==> src/sv/sbmq_pkg.sv <==
// Shared definitions for the shared-buffer multi-queue: sizes, codes, command record.
`timescale 1ns / 1ps
`default_nettype none
package sbmq_pkg;

    localparam int ENTRIES  = 64;
    localparam int QUEUES   = 8;
    localparam int ADDR_W   = $clog2(ENTRIES);
    localparam int CNT_W    = $clog2(ENTRIES + 1);
    localparam int Q_IDX_W  = $clog2(QUEUES);
    localparam int QID_W    = 3;
    localparam int DATA_W   = 32;
    localparam int CQ_DEPTH = 2;
    localparam int CQ_PTR_W = $clog2(CQ_DEPTH);
    localparam int CQ_CNT_W = $clog2(CQ_DEPTH + 1);

    localparam logic OP_ENQ = 1'b0;
    localparam logic OP_DEQ = 1'b1;

    typedef enum logic [1:0] {
        ST_OK    = 2'd0,
        ST_EMPTY = 2'd1,
        ST_FULL  = 2'd2
    } status_t;

    // Classified command handed from front to back.
    typedef struct packed {
        logic                op;
        logic [Q_IDX_W-1:0]  qidx;
        logic [DATA_W-1:0]   item;
        status_t             status;
        logic                last;       // dequeue takes the only entry of the queue
        logic                was_empty;  // enqueue into an empty queue
    } cmd_t;

endpackage
`default_nettype wire

==> src/sv/sbmq_front.sv <==
// Front end: accepts commands, checks them against occupancy counts, emits classified commands.
`timescale 1ns / 1ps
`default_nettype none
module sbmq_front (
    input  wire logic                        clk,
    input  wire logic                        rst_n,
    input  wire logic                        start,
    input  wire logic                        busy,
    input  wire logic                        operation,
    input  wire logic [sbmq_pkg::QID_W-1:0]  queue_id,
    input  wire logic signed [31:0]          item,
    output logic                             push,
    output sbmq_pkg::cmd_t                   cmd
);
    import sbmq_pkg::*;

    logic [CNT_W-1:0]   free_count_reg;
    logic [CNT_W-1:0]   qcount_reg [QUEUES];
    logic [Q_IDX_W-1:0] qidx;
    logic               in_range;
    logic [CNT_W-1:0]   qcnt;

    assign push     = start && !busy;
    assign qidx     = queue_id[Q_IDX_W-1:0];
    assign in_range = int'(queue_id) < QUEUES;
    assign qcnt     = qcount_reg[qidx];

    always_comb
    begin
        cmd.op        = operation;
        cmd.qidx      = qidx;
        cmd.item      = item;
        cmd.last      = (qcnt == CNT_W'(1));
        cmd.was_empty = (qcnt == '0);
        if (operation == OP_ENQ)
        begin
            cmd.status = (in_range && free_count_reg != '0) ? ST_OK : ST_FULL;
        end
        else
        begin
            cmd.status = (in_range && qcnt != '0) ? ST_OK : ST_EMPTY;
        end
    end

    always_ff @(posedge clk or negedge rst_n)
    begin
        if (!rst_n)
        begin
            free_count_reg <= CNT_W'(ENTRIES);
            for (int i = 0; i < QUEUES; i++)
            begin
                qcount_reg[i] <= '0;
            end
        end
        else if (push && cmd.status == ST_OK)
        begin
            if (operation == OP_ENQ)
            begin
                free_count_reg   <= free_count_reg - CNT_W'(1);
                qcount_reg[qidx] <= qcnt + CNT_W'(1);
            end
            else
            begin
                free_count_reg   <= free_count_reg + CNT_W'(1);
                qcount_reg[qidx] <= qcnt - CNT_W'(1);
            end
        end
    end

endmodule
`default_nettype wire

==> src/sv/sbmq_cmd_fifo.sv <==
// Short command queue between front and back.
`timescale 1ns / 1ps
`default_nettype none
module sbmq_cmd_fifo (
    input  wire logic            clk,
    input  wire logic            rst_n,
    input  wire logic            push,
    input  wire sbmq_pkg::cmd_t  push_cmd,
    input  wire logic            pop,
    output logic                 valid,
    output sbmq_pkg::cmd_t       head_cmd
);
    import sbmq_pkg::*;

    cmd_t                slot_reg [CQ_DEPTH];
    logic [CQ_PTR_W-1:0] wr_ptr_reg;
    logic [CQ_PTR_W-1:0] rd_ptr_reg;
    logic [CQ_CNT_W-1:0] count_reg;

    assign valid    = (count_reg != '0);
    assign head_cmd = slot_reg[rd_ptr_reg];

    always_ff @(posedge clk or negedge rst_n)
    begin
        if (!rst_n)
        begin
            wr_ptr_reg <= '0;
            rd_ptr_reg <= '0;
            count_reg  <= '0;
        end
        else
        begin
            if (push)
            begin
                wr_ptr_reg <= (wr_ptr_reg == CQ_PTR_W'(CQ_DEPTH - 1)) ? '0
                                                                      : wr_ptr_reg + 1'b1;
            end
            if (pop && valid)
            begin
                rd_ptr_reg <= (rd_ptr_reg == CQ_PTR_W'(CQ_DEPTH - 1)) ? '0
                                                                      : rd_ptr_reg + 1'b1;
            end
            count_reg <= count_reg + CQ_CNT_W'(push) - CQ_CNT_W'(pop && valid);
        end
    end

    always_ff @(posedge clk)
    begin
        if (push)
        begin
            slot_reg[wr_ptr_reg] <= push_cmd;
        end
    end

endmodule
`default_nettype wire

==> src/sv/sbmq_back.sv <==
// Back end: entry store, link memory and list pointers; carries out classified commands.
`timescale 1ns / 1ps
`default_nettype none
module sbmq_back (
    input  wire logic            clk,
    input  wire logic            rst_n,
    input  wire logic            cmd_valid,
    input  wire sbmq_pkg::cmd_t  cmd,
    output logic                 cmd_pop,
    output logic                 busy,
    output logic                 done,
    output logic signed [31:0]   item_out,
    output logic [1:0]           status
);
    import sbmq_pkg::*;

    typedef enum logic {
        S_IDLE,
        S_EXEC
    } state_t;

    state_t              state_reg;
    cmd_t                cmd_reg;
    logic [ADDR_W-1:0]   free_head_reg;
    logic [ADDR_W-1:0]   head_reg [QUEUES];
    logic [ADDR_W-1:0]   tail_reg [QUEUES];
    logic [ENTRIES-1:0]  link_valid_reg;
    logic [ADDR_W-1:0]   link_mem [ENTRIES];
    logic [DATA_W-1:0]   data_mem [ENTRIES];
    logic [ADDR_W-1:0]   link_rd_reg;
    logic                link_rd_valid_reg;
    logic [ADDR_W-1:0]   rd_addr_reg;
    logic [DATA_W-1:0]   data_rd_reg;
    logic                done_reg;
    logic [DATA_W-1:0]   item_out_reg;
    status_t             status_reg;

    logic                issue;
    logic [ADDR_W-1:0]   rd_addr;
    logic [ADDR_W-1:0]   link_q;
    logic                link_we;
    logic [ADDR_W-1:0]   link_wa;
    logic [ADDR_W-1:0]   link_wd;
    logic                exec_enq;

    // Initial free chain: entry i links to i+1, last wraps to 0.
    function automatic logic [ADDR_W-1:0] reset_link(input logic [ADDR_W-1:0] a);
        logic [ADDR_W-1:0] n;
        n = (a == ADDR_W'(ENTRIES - 1)) ? '0 : a + ADDR_W'(1);
        return n;
    endfunction

    assign cmd_pop  = (state_reg == S_IDLE) && cmd_valid;
    assign issue    = cmd_pop && (cmd.status == ST_OK);
    assign rd_addr  = (cmd.op == OP_ENQ) ? free_head_reg : head_reg[cmd.qidx];
    assign link_q   = link_rd_valid_reg ? link_rd_reg : reset_link(rd_addr_reg);
    assign exec_enq = (cmd_reg.op == OP_ENQ);

    assign link_we  = (state_reg == S_EXEC) && (!exec_enq || !cmd_reg.was_empty);
    assign link_wa  = exec_enq ? tail_reg[cmd_reg.qidx] : rd_addr_reg;
    assign link_wd  = exec_enq ? rd_addr_reg : free_head_reg;

    assign busy     = (state_reg == S_EXEC);
    assign done     = done_reg;
    assign item_out = item_out_reg;
    assign status   = status_reg;

    always_ff @(posedge clk or negedge rst_n)
    begin
        if (!rst_n)
        begin
            state_reg         <= S_IDLE;
            free_head_reg     <= '0;
            link_valid_reg    <= '0;
            link_rd_valid_reg <= 1'b0;
            done_reg          <= 1'b0;
            item_out_reg      <= '0;
            status_reg        <= ST_OK;
        end
        else
        begin
            done_reg <= 1'b0;
            if (link_we)
            begin
                link_valid_reg[link_wa] <= 1'b1;
            end
            unique case (state_reg)
                S_IDLE:
                begin
                    if (issue)
                    begin
                        link_rd_valid_reg <= link_valid_reg[rd_addr];
                        state_reg         <= S_EXEC;
                    end
                    else if (cmd_pop)
                    begin
                        // refused: answer at once
                        done_reg     <= 1'b1;
                        item_out_reg <= '0;
                        status_reg   <= cmd.status;
                    end
                end
                S_EXEC:
                begin
                    free_head_reg <= exec_enq ? link_q : rd_addr_reg;
                    done_reg      <= 1'b1;
                    item_out_reg  <= exec_enq ? '0 : data_rd_reg;
                    status_reg    <= ST_OK;
                    state_reg     <= S_IDLE;
                end
                default:
                begin
                    state_reg <= S_IDLE;
                end
            endcase
        end
    end

    // Command copy and queue pointers
    always_ff @(posedge clk)
    begin
        if (cmd_pop)
        begin
            cmd_reg <= cmd;
        end
        if (issue)
        begin
            rd_addr_reg <= rd_addr;
        end
        if (state_reg == S_EXEC)
        begin
            if (exec_enq)
            begin
                tail_reg[cmd_reg.qidx] <= rd_addr_reg;
                if (cmd_reg.was_empty)
                begin
                    head_reg[cmd_reg.qidx] <= rd_addr_reg;
                end
            end
            else if (!cmd_reg.last)
            begin
                head_reg[cmd_reg.qidx] <= link_q;
            end
        end
    end

    // Link and data memories: one read port, one write port each
    always_ff @(posedge clk)
    begin
        if (issue)
        begin
            link_rd_reg <= link_mem[rd_addr];
            data_rd_reg <= data_mem[rd_addr];
        end
        if (issue && cmd.op == OP_ENQ)
        begin
            data_mem[rd_addr] <= cmd.item;
        end
        if (link_we)
        begin
            link_mem[link_wa] <= link_wd;
        end
    end

endmodule
`default_nettype wire

==> src/sv/shared_buffer_multi_queue_top.sv <==
// Top level of the shared-buffer multi-queue.
`timescale 1ns / 1ps
`default_nettype none
// Eight FIFO queues share one store of 64 entries, kept as linked lists
// with a linked free list. A command (operation 0 enqueue item into
// queue_id, 1 dequeue from queue_id) is taken at a rising edge with start
// high and busy low. Exactly one result follows for every command: done is
// high for one cycle with item_out and status valid, and the receiver must
// take it then, since nothing here can wait. status is 0 ok, 1 queue empty
// on dequeue, 2 store full on enqueue; item_out is the dequeued word on a
// good dequeue and 0 otherwise. A good command passes through the command
// queue, then a read of the link and data memories, then a write of the
// link memory and pointers; a refused command is answered as it leaves the
// command queue, with no memory access. busy falls in the done cycle, so a
// new command may be taken then and not before. The front end checks each
// command against occupancy counts and passes it through a two-deep command
// queue to the back end, which owns the entry store. No clearing pass after
// reset: link entries carry valid bits and read as the initial free chain
// until first written.
module shared_buffer_multi_queue_top (
    input  wire logic                        clk,
    input  wire logic                        rst_n,
    input  wire logic                        start,
    output logic                             busy,
    input  wire logic                        operation,
    input  wire logic [sbmq_pkg::QID_W-1:0]  queue_id,
    input  wire logic signed [31:0]          item,
    output logic                             done,
    output logic signed [31:0]               item_out,
    output logic [1:0]                       status
);
    import sbmq_pkg::*;

    logic push;
    cmd_t front_cmd;
    logic fifo_valid;
    cmd_t fifo_cmd;
    logic back_pop;
    logic back_busy;

    // Busy covers a command anywhere between transfer and result.
    assign busy = fifo_valid || back_busy;

    sbmq_front u_front (
        .clk       (clk),
        .rst_n     (rst_n),
        .start     (start),
        .busy      (busy),
        .operation (operation),
        .queue_id  (queue_id),
        .item      (item),
        .push      (push),
        .cmd       (front_cmd)
    );

    sbmq_cmd_fifo u_fifo (
        .clk      (clk),
        .rst_n    (rst_n),
        .push     (push),
        .push_cmd (front_cmd),
        .pop      (back_pop),
        .valid    (fifo_valid),
        .head_cmd (fifo_cmd)
    );

    sbmq_back u_back (
        .clk       (clk),
        .rst_n     (rst_n),
        .cmd_valid (fifo_valid),
        .cmd       (fifo_cmd),
        .cmd_pop   (back_pop),
        .busy      (back_busy),
        .done      (done),
        .item_out  (item_out),
        .status    (status)
    );

endmodule
`default_nettype wire

==> config.mk <==
export PLATFORM = sky130hd
export DESIGN_NAME = shared_buffer_multi_queue_top
export DESIGN_NICKNAME = d
export VERILOG_FILES = /design/src/sv/sbmq_pkg.sv /design/src/sv/sbmq_front.sv /design/src/sv/sbmq_cmd_fifo.sv /design/src/sv/sbmq_back.sv /design/src/sv/shared_buffer_multi_queue_top.sv
export SDC_FILE = /design/constraint.sdc
export NUM_CORES = 2
export LEC_CHECK = 0
export ABC_CLOCK_PERIOD_IN_PS = 6300
export BUFFER_PORTS_ARGS = -buffer_cell sky130_fd_sc_hd__clkbuf_2
export CAP_MARGIN = 20
export CORE_ASPECT_RATIO = 1.25
export CORE_MARGIN = 4
export CORE_UTILIZATION = 41
export DETAILED_ROUTE_END_ITERATION = 7
export GPL_ROUTABILITY_DRIVEN = 1
export REMOVE_ABC_BUFFERS = 1
export SYNTH_ARGS = -nofsm -noshare
export SYNTH_HDL_FRONTEND = slang
export SYNTH_SLANG_ARGS = --single-unit
==> constraint.sdc <==
create_clock -name clk -period 6.3 [get_ports clk]
set_input_delay 1.26 -clock clk [delete_from_list [all_inputs] [get_ports clk]]
set_output_delay 1.26 -clock clk [all_outputs]
set_load 0.01 [all_outputs]
# Word level (Yosys, flattened, before mapping)
# Memory sizes are Yosys's and may differ from the RTL's. A register that Yosys moved wholly into a read port is not among the register bits.
# Cells that the tools add are included.
classes:
  add_sub_neg: 9
  magnitude_cmp: 5
  eq_ne: 4
  mux: 55
  bitwise: 5
  n_reduce_logical: 21
op_table:
  columns: ["operator", "n"]
  rows:
  - ["$bwmux 56", 2]
  - ["$mux 32", 3]
  - ["$or 64x64->64", 1]
  - ["$pmux 32 s2", 1]
  - ["$mux 56", 1]
  - ["$mux 6", 7]
  - ["$mux 7", 4]
  - ["$mux 1", 25]
  - ["$bmux 7 s3", 1]
  - ["$demux 7 s3", 1]
  - ["$add 7x1->7 const B", 2]
  - ["$lt 6x7->1 const B", 2]
  - ["$reduce_bool 7->1", 2]
  - ["$sub 7x1->7 const B", 2]
  - ["$logic_and 1x1->1", 9]
  - ["$mux 2", 4]
  - ["$eq 7x1->1 const B", 1]
  - ["$logic_not 7->1", 1]
  - ["$add 6x1->6 const B", 1]
  - ["$bmux 1 s6", 1]
  - ["$demux 1 s6", 1]
  - ["$eq 6x6->1 const B", 1]
  - ["$ge 6x1->1 const B", 1]
  - ["$ge 4x4->1 const B", 1]
  - ["17 further kinds", 24]
totals:
  ff_bits: 186
  ram_bits: 2608
  input_bits: 39
  output_inout_bits: 36
  wordCells: 128
  n_memories: 5
memory_table:
  columns: ["memory", "words", "width", "read_ports", "rd_ports_with_merged_regs", "wr", "line_no", "text"]
  rows:
  - ["u_back.data_mem", 64, 32, 1, 1, 1, "sbmq_back.sv:29", "logic [DATA_W-1:0] data_mem [ENTRIES];"]
  - ["u_back.link_mem", 64, 6, 1, 1, 1, "sbmq_back.sv:28", "logic [ADDR_W-1:0] link_mem [ENTRIES];"]
  - ["u_fifo.slot_reg", 2, 40, 1, 0, 1, "sbmq_cmd_fifo.sv:15", "cmd_t slot_reg [CQ_DEPTH];"]
  - ["u_back.head_reg", 8, 6, 1, 0, 1, "sbmq_back.sv:25", "logic [ADDR_W-1:0] head_reg [QUEUES];"]
  - ["u_back.tail_reg", 8, 6, 1, 1, 1, "sbmq_back.sv:26", "logic [ADDR_W-1:0] tail_reg [QUEUES];"]

# Longest topological paths before layout
depth:
  word_depth: 9
  mapped_depth: 18
  ltp_nobuf: 11

# By module
# A second synthesis with hierarchy kept.
hier_totals:
  hier_cells: 6969
  hier_area_um2: 109822.8
modules_own_cells:
  columns: ["mod", "instances", "cells_each", "area_per_inst_um2", "seq_area_each_um2"]
  rows:
  - ["sbmq_back", 1, 6486, 102741.0, 80151.9]
  - ["sbmq_front", 1, 341, 3791.1, 1577.8]
  - ["sbmq_cmd_fifo", 1, 141, 3284.4, 2502.4]
  - ["shared_buffer_multi_queue_top", 1, 1, 6.3, 0.0]

# Worst setup path after synthesis
# Ideal clock, no wire load.
synth_path:
  path_type: "reg-to-reg"
  from: "register u_fifo.rd_ptr_reg"
  to: "memory u_back.data_mem[12][0] (enable)"
  setup_ns: 0.421
  arrival_ns: 4.561
  required_time_ns: 5.879
  setup_slack_ns: 1.318
  stages_incl_launch_ff: 17
  path_buffers: 8
  synth_period_minus_slack_ns: 4.982
  path_cell_list: "dfrtp_1 > buf_6 > mux2_4 > buf_6 > mux4_2 > mux2i_1 > a21o_1 > buf_4 > inv_2 > buf_4 > nor3_1 > buf_2 > buf_2 > buf_2 > buf_2 > nand2_1 > nor2_1"
synth_lines:
  columns: ["item", "line_no", "text"]
  rows:
  - ["start: declaration", "sbmq_cmd_fifo.sv:17", "logic [CQ_PTR_W-1:0] rd_ptr_reg;"]
  - ["start signal: assignment", "sbmq_cmd_fifo.sv:40", "rd_ptr_reg <= (rd_ptr_reg == CQ_PTR_W'(CQ_DEPTH - 1)) ? '0"]
  - ["end: declaration", "sbmq_back.sv:29", null]

# Final worst setup path
layout_path:
  from: "register u_fifo.rd_ptr_reg"
  to: "register u_back.data_rd_reg[0], read port of u_back.data_mem, data pin"
layout_between:
  elab_chain_cells: 3
  elab_cells_between_ends: 5
  classes_between: "1 x mux; 2 x reduce/logical; 2 x memory"
layout_lines:
  columns: ["item", "line_no", "text"]
  rows:
  - ["$mem_v2 2x40 *", null, null]
  - ["$mem_v2 8x6 / $logic_not 2->1 (equally long branches)", null, null]
  - ["$mux 6 / $logic_and 1x1->1 (equally long branches)", "sbmq_back.sv:55, sbmq_back.sv:54", null]
  - ["end: declaration", "sbmq_back.sv:33", "logic [DATA_W-1:0] data_rd_reg;"]
# Every way passes the cells marked *; elsewhere a longest branch is shown, timed or not.
# A chain may end at the register's enable or synchronous reset.

==> results.sh <==
export IMPL_status="complete, no violations"
export IMPL_ctsRootBufferMaster="clkbuf_16"
export IMPL_rsz0062_at_grt="false"
export IMPL_hold_viol=0
export IMPL_async_flop_share_pct=6.14
export IMPL_hp_class="primary input to async pin"
export IMPL_clock_sinks=2835
export IMPL_maxSlewViolCount=0
export IMPL_skew_ns=0.0578
export IMPL_tritoncts="built"
export IMPL_max_cap_viol_count=0
export IMPL_p_total_w=0.0634
export IMPL_fill_cells=22300
export IMPL_critPathRequiredTime_ns=6.81
export IMPL_critical_path_class="flop to flop"
export IMPL_yosysUniqueCellTypes=88
export IMPL_start_util_pct=41.3
export IMPL_dpl_cell_count=9946
export IMPL_io_pins=75
export IMPL_place_congestion=0.865
export IMPL_p_leak_nw=40.9
export IMPL_antenna_found_initial=11
export IMPL_yosys_top_cells_area="edfxtp_1, dfrtp_1, a22oi_1"
export IMPL_clk_latency_ns=0.89
export IMPL_layout_common_cells="edfxtp_1, a22oi_1, nand2_1, and3_1, clkbuf_16"
export IMPL_ys_flop_type="edfxtp_1"
export IMPL_portBuffers=74
export IMPL_p_clk_share_pct=26.4
export IMPL_seq_area_frac_synth_pct=77.9
export IMPL_p_int_w=0.0391
export IMPL_vdd_ir_drop_worst_mv=0.564
export IMPL_r2r_cells=12
export IMPL_avgSynthCellArea_um2=16.6
export IMPL_mostFrequentLayoutCell="edfxtp_1"
export IMPL_vias=67000
export IMPL_drive_gt1_share_pct=16.9
export IMPL_synth_cells=6526
export IMPL_tightestPinTransition_ns=1.27
export IMPL_yosys_warnings=0
export IMPL_post_cts_setup_buffers=0
export IMPL_setup_worst_path_end_class="flop"
export IMPL_core_um2=262000
export IMPL_grt_max_degree=114
export IMPL_yosys_area_top_type="edfxtp_1"
export IMPL_p_switching_w=0.0243
export IMPL_wl_per_cell_um=35.2
export IMPL_cts_max_path_buffers=4
export IMPL_cts_htree_levels=5
export IMPL_maxSlewHeadroom_pct=15.3
export IMPL_p_comb_share_pct=35.3
export IMPL_grt_ovfl_total=0
export IMPL_grt_pass1_wl_um=510000
export IMPL_synth_edf_count=2658
export IMPL_clkTransAtPathRegs_ns=0.06
export IMPL_fin_crit_ns=5.67
export IMPL_cp_max_fo=113
export IMPL_area_growth_pct=14.7
export IMPL_setup_violations=0
export IMPL_dp_hpwl_um=211000
export IMPL_totalWireLength_um=368000
export IMPL_grt_pass1_vias=64600
export IMPL_die_w_um=467
export IMPL_drt_iter0_markers=9927
export IMPL_critPathLaunchType="flop"
export IMPL_nets=6790
export IMPL_grtUsageTotal_pct=26.3
export IMPL_rows=210
export IMPL_p_seq_share_pct=38.3
export IMPL_numCtsBuffers=280
export IMPL_ant_nets=0
export IMPL_synth_seq_cells=2835
export IMPL_first_pass_iters=6
export IMPL_drc=0
export IMPL_syn_cell_area_um2=108000
export IMPL_fmax_ghz=0.176
export IMPL_viasPerCell=6.40
export IMPL_fin_cells=10500
export IMPL_fin_crit_sh_pct=90.0
export IMPL_largest_reg_flops=2048
export IMPL_power_density_nw_per_um2=511
export IMPL_fin_util_pct=47.3
export IMPL_worstPathArrival_ns=6.18
export IMPL_holdBufCountCts=0
export IMPL_cts_resized=0
export IMPL_die_area_um2=272000
export IMPL_die_h_um=582
export IMPL_fin_tns_setup_ns=0
export IMPL_p_sw_share_pct=38.4
export IMPL_synth_top_area_share_pct=73.8
[cell usage after synthesis (all sizes together), types with 19 or more instances]
master and n:
mux2i 95, a22oi 569, edfxtp 2658, buf 223, a22o 81, a211oi 36, nand4 30, a2111oi 105
a41oi 41, mux2 178, inv 38, dfrtp 173, o22ai 19, o211ai 24, nor3 31, or2 65
nand3 176, o21ai 107, a221oi 102, mux4 19, a222oi 25, a21oi 85, and3 320, nand2 484
a311oi 48, nor2 205, clkbuf 213, a31oi 122
[power by group through the flow]
stage	clock network, W	registers [W]	logic [W]
floorplan	0	0.0244	0.0110
global placement	0	0.0247	0.0215
detailed placement	0	0.0247	0.0218
CTS	0.0168	0.0243	0.0218
global route	0.0177	0.0244	0.0231
finish	0.0167	0.0243	0.0224
[layout make-up]
type                    instances  area (um2)  area share (%)
diodes                         10        25.0          0.0202
clock inverters               148        1490            1.20
repair buffers                367        3630            2.92
inverters                      40         173           0.139
well taps                    3498        4380            3.53
multi-input cells            3215       22700            18.3
clock buffers                 350        7540            6.07
flip-flops and latches       2835       84200            67.9
[kinds of logic after synthesis]
kind of cell               synth area share, %
xor gates and xnor gates                 0.162
adders and majority gates                0.146
AOI/OAI and AO/OA                         10.4
buffers and inverters                     1.90
and+or+nand+nor                           6.41
muxes                                     3.14
DFF                                       77.9
[layer usage]
layer / up-vias / share of wire (%) / global-route usage (%) / routed length [um]
li1: 26800 / - / - / -
met1: 34600 / 36 / 33.7 / 133000
met2: 4635 / 48 / 43.1 / 177000
met3: 941 / 11 / 5.39 / 38700
met4: 4 / 5.4 / 12.3 / 19800
met5: - / 0.0073 / 0 / 27
[path summary, 6_finish.rpt]
kind,start,end,slack [ns]
worst min register to register,u_back.link_valid_reg[9],u_back.link_valid_reg[9],0.46
max in group asynchronous,rst_n,u_back.item_out[13],4.63
worst min-delay path,rst_n,u_back.item_out[6],0.44
min in group clk,u_back.link_valid_reg[9],u_back.link_valid_reg[9],0.46
worst max-delay path,u_fifo.rd_ptr_reg,u_back.data_rd_reg[0],0.63
worst max register to register,u_fifo.rd_ptr_reg,u_back.data_rd_reg[0],0.63
[worst max-delay path, cell delays in order, from the launching register on]
cell,delay [ns]
dfrtp_2,0.51
mux2i_2,0.56
inv_2,0.34
mux4_2,0.33
o22a_1,0.27
nand2_4,0.25
inv_8,0.37
nor3_4,0.13
buf_12,0.27
a2111oi_0,1.07
a31oi_1,0.30
a21oi_1,0.29
o2111ai_1,0.36
[per-stage QoR]
stage                     area [um2]  hold WS [ns]  setup slack, ns
after floorplan               106000         0.430           -23.79
after global placement        115000         0.443            0.561
after detailed placement      115000         0.446            0.561
after CTS                     124000         0.462            0.544
after global routing          124000         0.466            0.520
final                         124000         0.443            0.632
Power figures use the tool's default switching activity.
